--- src/hw/rtl/agl_pkg.sv ---
// shared types, constants and saturating arithmetic helpers for the gradient core
package agl_pkg;

  localparam int DW = 48;
  localparam int VW = 47;
  localparam int CW = 16;
  localparam int CFG_IW = 3;

  localparam logic [CFG_IW-1:0] CFG_MA1 = 3'd0;
  localparam logic [CFG_IW-1:0] CFG_MA2 = 3'd1;
  localparam logic [CFG_IW-1:0] CFG_ARCH1 = 3'd2;
  localparam logic [CFG_IW-1:0] CFG_ARCH2 = 3'd3;
  localparam logic [CFG_IW-1:0] CFG_GARCH1 = 3'd4;
  localparam logic [CFG_IW-1:0] CFG_GARCH2 = 3'd5;
  localparam logic [CFG_IW-1:0] CFG_WARMUP = 3'd6;

  localparam logic [CW-1:0] WARMUP_RST = 16'd2;
  localparam logic [CW-1:0] CNT_MAX = 16'hffff;

  localparam logic signed [DW-1:0] ONE_Q = 48'sd16777216;
  localparam logic signed [DW-1:0] MINUS_ONE_Q = -48'sd16777216;
  localparam logic signed [DW:0] MAX48_W = 49'sd140737488355327;
  localparam logic signed [DW:0] MIN48_W = -49'sd140737488355328;
  localparam logic [DW-1:0] LIM_POS = 48'h7fff_ffff_ffff;
  localparam logic [DW-1:0] LIM_NEG = 48'h8000_0000_0000;

  typedef struct packed {
    logic start;
    logic div;
  } mdu_req_t;

  typedef enum logic [1:0] {
    MDU_IDLE,
    MDU_MUL,
    MDU_DIV,
    MDU_FIN
  } mdu_st_t;

  typedef enum logic [3:0] {
    ST_IDLE,
    ST_WARM,
    ST_PRE_EE,
    ST_PRE_RATIO,
    ST_PRE_SQ,
    ST_PRE_AH,
    ST_K_INIT,
    ST_K_MA,
    ST_K_ARCH,
    ST_K_GARCH,
    ST_T1M,
    ST_T1D,
    ST_T2M,
    ST_T2D,
    ST_WRAP,
    ST_EMIT
  } st_t;

  function automatic logic signed [DW-1:0] sat48(input logic signed [DW:0] x);
    if (x > MAX48_W) return MAX48_W[DW-1:0];
    else if (x < MIN48_W) return MIN48_W[DW-1:0];
    else return x[DW-1:0];
  endfunction

  function automatic logic signed [DW-1:0] sat_add(input logic signed [DW-1:0] a,
                                                   input logic signed [DW-1:0] b);
    logic signed [DW:0] s;
    s = {a[DW-1], a} + {b[DW-1], b};
    return sat48(s);
  endfunction

  function automatic logic signed [DW-1:0] sat_sub(input logic signed [DW-1:0] a,
                                                   input logic signed [DW-1:0] b);
    logic signed [DW:0] s;
    s = {a[DW-1], a} - {b[DW-1], b};
    return sat48(s);
  endfunction

  function automatic logic signed [DW-1:0] sat_dbl(input logic signed [DW-1:0] a);
    logic signed [DW:0] s;
    s = {a, 1'b0};
    return sat48(s);
  endfunction

  function automatic logic [DW-1:0] mag48(input logic signed [DW-1:0] x);
    return x[DW-1] ? 48'(-x) : 48'(x);
  endfunction

endpackage

--- src/hw/rtl/agl_mdu.sv ---
// shared multiply / divide unit: q24.24 multiply by partial products, restoring divide
module agl_mdu (
  input  logic                   clk,
  input  logic                   rst_n,
  input  agl_pkg::mdu_req_t      req,
  input  logic signed [47:0]     opa,
  input  logic signed [47:0]     opb,
  input  logic [47:0]            den,
  output logic                   done,
  output logic signed [47:0]     res
);

  agl_pkg::mdu_st_t st_r, st_nxt;
  logic             done_r, done_nxt;
  logic signed [47:0] res_r, res_nxt;
  logic             div_r, div_nxt;
  logic             neg_r, neg_nxt;
  logic [6:0]       cnt_r, cnt_nxt;
  logic [47:0]      ua_r, ua_nxt;
  logic [47:0]      ub_r, ub_nxt;
  logic [95:0]      acc_r, acc_nxt;
  logic [71:0]      dvd_r, dvd_nxt;
  logic [47:0]      rem_r, rem_nxt;
  logic [47:0]      q_r, q_nxt;
  logic             ovf_r, ovf_nxt;
  logic [47:0]      den_r, den_nxt;

  logic [23:0] pa, pb;
  logic [47:0] pp;
  logic [95:0] pps;
  logic [1:0]  shs;
  logic [48:0] rsh;
  logic        ge;
  logic [47:0] mg, lim;
  logic        ov;

  always_ff @(posedge clk) begin
    if (!rst_n) begin
      st_r   <= agl_pkg::MDU_IDLE;
      done_r <= 1'b0;
    end else begin
      st_r   <= st_nxt;
      done_r <= done_nxt;
    end
    res_r <= res_nxt;
    div_r <= div_nxt;
    neg_r <= neg_nxt;
    cnt_r <= cnt_nxt;
    ua_r  <= ua_nxt;
    ub_r  <= ub_nxt;
    acc_r <= acc_nxt;
    dvd_r <= dvd_nxt;
    rem_r <= rem_nxt;
    q_r   <= q_nxt;
    ovf_r <= ovf_nxt;
    den_r <= den_nxt;
  end

  always_comb begin
    st_nxt   = st_r;
    done_nxt = 1'b0;
    res_nxt  = res_r;
    div_nxt  = div_r;
    neg_nxt  = neg_r;
    cnt_nxt  = cnt_r;
    ua_nxt   = ua_r;
    ub_nxt   = ub_r;
    acc_nxt  = acc_r;
    dvd_nxt  = dvd_r;
    rem_nxt  = rem_r;
    q_nxt    = q_r;
    ovf_nxt  = ovf_r;
    den_nxt  = den_r;
    pa  = cnt_r[1] ? ua_r[47:24] : ua_r[23:0];
    pb  = cnt_r[0] ? ub_r[47:24] : ub_r[23:0];
    pp  = 48'(pa * pb);
    shs = 2'(cnt_r[1]) + 2'(cnt_r[0]);
    unique case (shs)
      2'd0:    pps = {48'b0, pp};
      2'd1:    pps = {24'b0, pp, 24'b0};
      default: pps = {pp, 48'b0};
    endcase
    rsh = {rem_r, dvd_r[71]};
    ge  = rsh >= {1'b0, den_r};
    mg  = div_r ? q_r : acc_r[71:24];
    ov  = div_r ? ovf_r : (|acc_r[95:72]);
    lim = neg_r ? agl_pkg::LIM_NEG : agl_pkg::LIM_POS;
    if (ov || mg > lim) mg = lim;
    unique case (st_r)
      agl_pkg::MDU_IDLE: begin
        if (req.start) begin
          div_nxt = req.div;
          neg_nxt = req.div ? opa[47] : (opa[47] ^ opb[47]);
          ua_nxt  = agl_pkg::mag48(opa);
          ub_nxt  = agl_pkg::mag48(opb);
          acc_nxt = '0;
          dvd_nxt = {agl_pkg::mag48(opa), 24'b0};
          rem_nxt = '0;
          q_nxt   = '0;
          ovf_nxt = 1'b0;
          den_nxt = den;
          cnt_nxt = req.div ? 7'd71 : 7'd0;
          st_nxt  = req.div ? agl_pkg::MDU_DIV : agl_pkg::MDU_MUL;
        end
      end
      agl_pkg::MDU_MUL: begin
        acc_nxt = acc_r + pps;
        cnt_nxt = cnt_r + 7'd1;
        if (cnt_r == 7'd3) st_nxt = agl_pkg::MDU_FIN;
      end
      agl_pkg::MDU_DIV: begin
        rem_nxt = ge ? 48'(rsh - {1'b0, den_r}) : rsh[47:0];
        q_nxt   = {q_r[46:0], ge};
        if (ge && cnt_r >= 7'd48) ovf_nxt = 1'b1;
        dvd_nxt = {dvd_r[70:0], 1'b0};
        cnt_nxt = cnt_r - 7'd1;
        if (cnt_r == 7'd0) st_nxt = agl_pkg::MDU_FIN;
      end
      agl_pkg::MDU_FIN: begin
        res_nxt  = neg_r ? 48'(-mg) : mg;
        done_nxt = 1'b1;
        st_nxt   = agl_pkg::MDU_IDLE;
      end
      default: st_nxt = agl_pkg::MDU_IDLE;
    endcase
  end

  assign done = done_r;
  assign res  = res_r;

  a_done_after_fin: assert property (@(posedge clk) disable iff (!rst_n)
    done_r |-> $past(st_r == agl_pkg::MDU_FIN))
    else $error("result without finishing step");
  a_start_idle: assert property (@(posedge clk) disable iff (!rst_n)
    req.start |-> st_r == agl_pkg::MDU_IDLE)
    else $error("operation issued while busy");
  a_mul_cnt: assert property (@(posedge clk) disable iff (!rst_n)
    st_r == agl_pkg::MDU_MUL |-> cnt_r <= 7'd3)
    else $error("multiply step count out of range");

endmodule

--- config.mk ---
export PLATFORM = sky130hd
export DESIGN_NAME = agl_mdu
export DESIGN_NICKNAME = d
export VERILOG_FILES = /design/src/hw/rtl/agl_pkg.sv /design/src/hw/rtl/agl_mdu.sv
export SDC_FILE = /design/constraint.sdc
export NUM_CORES = 2
export LEC_CHECK = 0
export BUFFER_PORTS_ARGS = -buffer_cell sky130_fd_sc_hd__buf_2
export CAP_MARGIN = 20
export CORE_UTILIZATION = 58
export DETAILED_ROUTE_END_ITERATION = 12
export PLACE_DENSITY = 0.79
export SLEW_MARGIN = 20
export SYNTH_ARGS = -nofsm -noshare
export SYNTH_HDL_FRONTEND = slang
export SYNTH_SLANG_ARGS = --single-unit
--- constraint.sdc ---
create_clock -name clk -period 11.92 [get_ports clk]
set_input_delay 2.98 -clock clk [delete_from_list [all_inputs] [get_ports clk]]
set_output_delay 2.98 -clock clk [all_outputs]
set_load 0.02 [all_outputs]
### After elaboration in Yosys (flattened, before gate mapping)

Index checks and enable logic that the tools add are counted.

* add/sub/neg operators: 8
* equal/unequal tests: 9
* reduce and logical (&&, ||, !) cells: 15
* $mul: 1
* bitwise logic cells: 1
* multiplexer cells: 31
* order comparisons: 3

Operator list (count)
* $pmux W96 S2: 2
* $mux W48: 7
* $pmux W48 S2: 2
* $neg A48 Y48: 3
* $pmux W72 S2: 1
* $add A96 B96 Y96: 1
* $mux W96: 1
* $mux W72: 1
* $ge A49 B48 Y1: 1
* $gt A48 B48 Y1: 1
* $mul A24 B24 Y48: 1
* $mux W24: 2
* $sub A48 B48 Y48: 1
* $mux W47: 1
* $reduce_or A24 Y1: 1
* $pmux W7 S3: 1
* $mux W7: 2
* $mux W2: 4
* $ne A2 B2 Y1 const B: 4
* $pmux W2 S4: 1
* $reduce_and A2 Y1: 4
* $add A7 B1 Y7 const B: 1
* $eq A7 B2 Y1 const B: 1
* $ge A7 B6 Y1 const B: 1
* 14 further kinds: 23

* output and inout port bits: 49
* flip-flop bits (word level): 469
* word-level logic and storage cells: 83

### Depth between registers and ports, before layout

* depth after elaboration: 6
* gate-level depth with buffers: 46
* mapped depth without buffers: 42

### Worst setup path before layout

No wires, ideal clock.

* path type: register to register
* start: register st_r[0]
* end: register ovf_r (enable)
* path buffers: 2
* setup slack: -0.457 ns
* data arrival time: 12.055 ns
* clock period less this slack: 12.377 ns
* cell stages (with the launch flop): 8
* setup time: 0.322 ns
* data required time: 11.598 ns
* path through: dfxtp_1 > inv_1 > ha_1 > clkbuf_1 > clkinv_1 > clkbuf_1 > o21ai_0 > a21boi_0

* cells in the longest elaborated chain, start to end: 3
* elaborated cells between the ends (all ways): 6
* classes of those cells: 3 x eq/ne; 3 x reduce/logical

Ends and longest elaborated chain
* start, declared: line agl_mdu.sv:13 `agl_pkg::mdu_st_t st_r, st_nxt;`
* start signal, assigned: line agl_mdu.sv:39 `st_r <= agl_pkg::MDU_IDLE;`
* start signal, assigned: line agl_mdu.sv:42 `st_r <= st_nxt;`
* $eq A2 B2 Y1 / $logic_not A2 Y1 (equally long branches): line agl_mdu.sv:89 `unique case (st_r)`
* $ne A2 B2 Y1 (no source line) / $reduce_bool A2 Y1 (equally long branches)
* $reduce_and A3 Y1 (no source line) (*)
* end signal, assigned: line agl_mdu.sv:55 `ovf_r <= ovf_nxt;`
* end, declared: line agl_mdu.sv:25 `logic ovf_r, ovf_nxt;`

Every way passes the cells marked *; elsewhere a longest branch is shown, timed or not.
A chain may end at the register's enable or synchronous reset.

### Worst setup path in the final report

* start: register cnt_r[1]
* end: register acc_r[89] (data pin)

* cells in the longest elaborated chain, start to end: 5
* elaborated cells between the ends (all ways): 8
* classes of those cells: 2 x add/sub; 1 x mul; 1 x eq/ne; 3 x mux; 1 x reduce/logical

Ends and longest elaborated chain
* start, declared: line agl_mdu.sv:18 `logic [6:0] cnt_r, cnt_nxt;`
* start signal, assigned: line agl_mdu.sv:48 `cnt_r <= cnt_nxt;`
* $mux W24 / $add A1 B1 Y2 (equally long branches): line agl_mdu.sv:74, agl_mdu.sv:77
* $mul A24 B24 Y48, or another cell as far along: line agl_mdu.sv:76 `pp = 48'(pa * pb);`
* $pmux W96 S2 (*): line agl_mdu.sv:78 `unique case (shs)`
* $add A96 B96 Y96 (*): line agl_mdu.sv:107 `acc_nxt = acc_r + pps;`
* $pmux W96 S2 (*): line agl_mdu.sv:89
* end signal, assigned: line agl_mdu.sv:51 `acc_r <= acc_nxt;`
* end, declared: line agl_mdu.sv:21 `logic [95:0] acc_r, acc_nxt;`

Marked as above.

==> key figures <==
Status
  – Status: completed

Floorplan
  – Die Y: 294 um
  – Die area: 86400 um^2
  – Die Width: 294 um
  – Num ports: 197
  – Core area: 84000 um^2
  – Initial Util: 58.9%
  – # rows: 106

Min path
  – Hold Path Stages: 2
  – HP Class: register to register
  – Hold_sp: st_r[0]
  – Hold EP: st_r[0]

Clock tree
  – H-tree depth: 2
  – CTS Buf Count: 50
  – Later-pin clock latency in the skew report: 0.63 ns
  – Reg clk slew, reported paths: 0.07 ns
  – Sink Count: 445
  – Post-CTS Hold Buffers: 0
  – Clock Tree Buf Depth: 3
  – Clock tree from TritonCTS: done
  – Clk root buf: clkbuf_16

Synth
  – Synth Area in XOR/XNOR: 4.84%
  – Ys async rst share: 0%
  – Synth Warn #: 0
  – Synth Net Count: 6324
  – Count leader, synth: inv_1
  – Top post-synthesis cells by count: inv_1 (705), nor2_1 (578), nand2_1 (538)
  – Register area share after synthesis: 27.0%
  – Synth cell types: 77
  – Post-Syn Area: 49400 um^2
  – Register bit total from synthesis: 445
  – Synth Area in Compound Gates: 12.1%
  – Number of flops mapped to enable cells by yosys: 442
  – Leading post-synthesis cells by cell area: edfxtp_1 (27%), fa_1 (20%), ha_1 (9.6%), inv_1 (5.4%), nor2_1 (4.4%)
  – Ys flop type: edfxtp_1
  – Largest family of logic cells by synthesized area: adder cells
  – Synth area leader: edfxtp_1
  – Post-Synth Simple-Gate Area: 14.6%
  – Multiplexer share of the synthesized area: 5.07%
  – Post-Synth Adder-Cell Area: 29.3%
  – Post-synth top area share: 26.9%
  – Cells after synthesis: 5310
  – Syn avg cell area: 9.31 um^2

Worst setup path
  – Worst Setup Start Kind: register
  – Worst Path Required: 12.25 ns
  – R2r worst-path depth: 41
  – Worst setup EP type: register
  – Critical Path Max Stage Delay: 0.57 ns
  – CP Max Fanout: 41
  – Worst r2r dst: acc_r[89]
  – CP max stage cell: fa_1
  – Worst EP arrival: 11.90 ns
  – Worst Setup SP: cnt_r[1]
  – Reg-to-reg startpoint: cnt_r[1]
  – Crit Path Category: register to register
  – Setup slack, reg-to-reg: 0.35 ns
  – Most frequent cell on the critical path: fa_1

Route
  – Via density: 6.04
  – Routed via count: 40.0k
  – Routed WL: 142 mm
  – DR pass1 iterations: 6
  – # DRC: 0
  – WL per Instance: 21.5 um
  – Initial drt markers: 3722
  – DRT antenna net count: 0

Global route
  – Met3 Use GR: 7.61%
  – Total track usage: 32.8%
  – First-pass GRT wire length: 219 mm
  – Met2 Usage GRT: 51.4%
  – Pin count of the biggest net entering global routing: 145
  – Initial antenna violation count: 5
  – Vias in the first global route: 39.3k
  – GRT met1 Usage: 44.2%
  – Grt total ovfl: 0
  – GR peak layer: met2

Timing
  – Slew Limit Headroom: 34.3%
  – Final period util: 97.0%
  – Fmax: 86.5 MHz
  – Final setup viols: 0
  – Fin. Hold Viols: 0
  – Worst-Margin Slew: 0.978 ns
  – Fin crit period: 11.57 ns
  – Worst Slack Setup Final: 0.353 ns
  – Final Slew Violations: 0
  – Clock Skew: 0.0317 ns

Place
  – HPWL after DPL: 112 mm
  – Setup WS pre-CTS: -0.307 ns
  – I/O Buffers: 196
  – Gpl congestion: 1.02

Finish
  – Syn-to-layout area delta: 9.09%
  – Fin nets: 6458
  – Fraction of layout cells with a size suffix above 1: 10.7%

Run
  – Max-cap violation count: 0
==> logic make-up (layout without fill, tap and decap cells) <==
group / after synthesis / after routing
and+or+nand+nor: 1608 / 1608
AOI/OAI and AO/OA: 951 / 951
buffers and inverters: 931 / 1107
adders and majority gates: 866 / 866
DFF: 445 / 445
xor gates and xnor gates: 273 / 273
muxes: 236 / 236
other: 0 / 1
==> layout by cell type (no fill, tap or decap), types with 111 or more instances in the layout <==
cell      instances
inv_1           704
a21oi_1         272
xnor2_1         202
buf_2           196
edfxtp_1        442
mux2_2          111
nor2_1          577
ha_1            376
fa_1            485
nand2_1         537
o21ai_0         227
a21o_1          133
==> cell type report <==
class | count | area [um^2]
multi-input combinational | 3934 | 32900
timing repair buffer | 304 | 1980
inverter | 709 | 2670
clock buffer | 60 | 1290
antenna | 1 | 2.50
clock inverter | 34 | 333
tap | 1134 | 1420
sequential | 445 | 13300
fill | 6798 | 30000
==> worst max-delay path, delay by kind of cell, from the launching register on <==
family                     cells  cell delay [ns]
adders and majority gates      9             4.53
AOI/OAI and AO/OA             13             3.14
and+or+nand+nor                8             1.30
buffers and inverters          8             1.08
muxes                          1             0.40
xor gates and xnor gates       2             0.39
DFF                            1             0.37
==> metal layers <==
| metal | routed length (um) | up-vias |
|---|---|---|
| li1 | - | 18200 |
| met1 | 56800 | 19400 |
| met2 | 63900 | 1973 |
| met3 | 14600 | 434 |
| met4 | 6850 | 6 |
| met5 | 41 | - |
==> stage by stage <==
stage | utilization [%] | cell area, um^2 | hold WS (ns) | instances | setup TNS (ns)
finish | 64.2 | 53900 | 0.510 | 6621 | 0
global route | 64.2 | 53900 | 0.549 | 6620 | -0.00912
CTS | 63.9 | 53600 | 0.512 | 6617 | 0
detailed placement | 61.9 | 52000 | 0.503 | 6523 | -0.462
global placement | 61.9 | 52000 | 0.497 | 6523 | -0.516
floorplan | - | 49400 | 0.474 | 5310 | 0
==> sequential cells by signal (all words and copies together), names as in the netlist, 2 cells and up <==
signal  flops
q_r        48
ub_r       48
rem_r      48
acc_r      96
ua_r       48
st_r        2
cnt_r       7
res        48
den_r      48
dvd_r      48
==> worst max path at each step <==
stage / slack, ns / endpoint / cells after the start
floorplan: 0.63 / acc_r[95] / 42
global placement: -0.34 / acc_r[89] / 38
detailed placement: -0.31 / acc_r[89] / 40
CTS: 0.05 / acc_r[95] / 39
global route: -0.009 / acc_r[89] / 45
finish: 0.35 / acc_r[89] / 41
==> timing repair <==
action | in CTS | in global routing
endpoints found under the setup margin | 5 | 19
pin swaps | 0 | 2
setup buffers | 0 | 2
gates resized for setup | 5 | 45
Power is left out: the tool's default activity adds up to more than one toggle a clock period on the data nets, which glitch-free logic cannot reach.
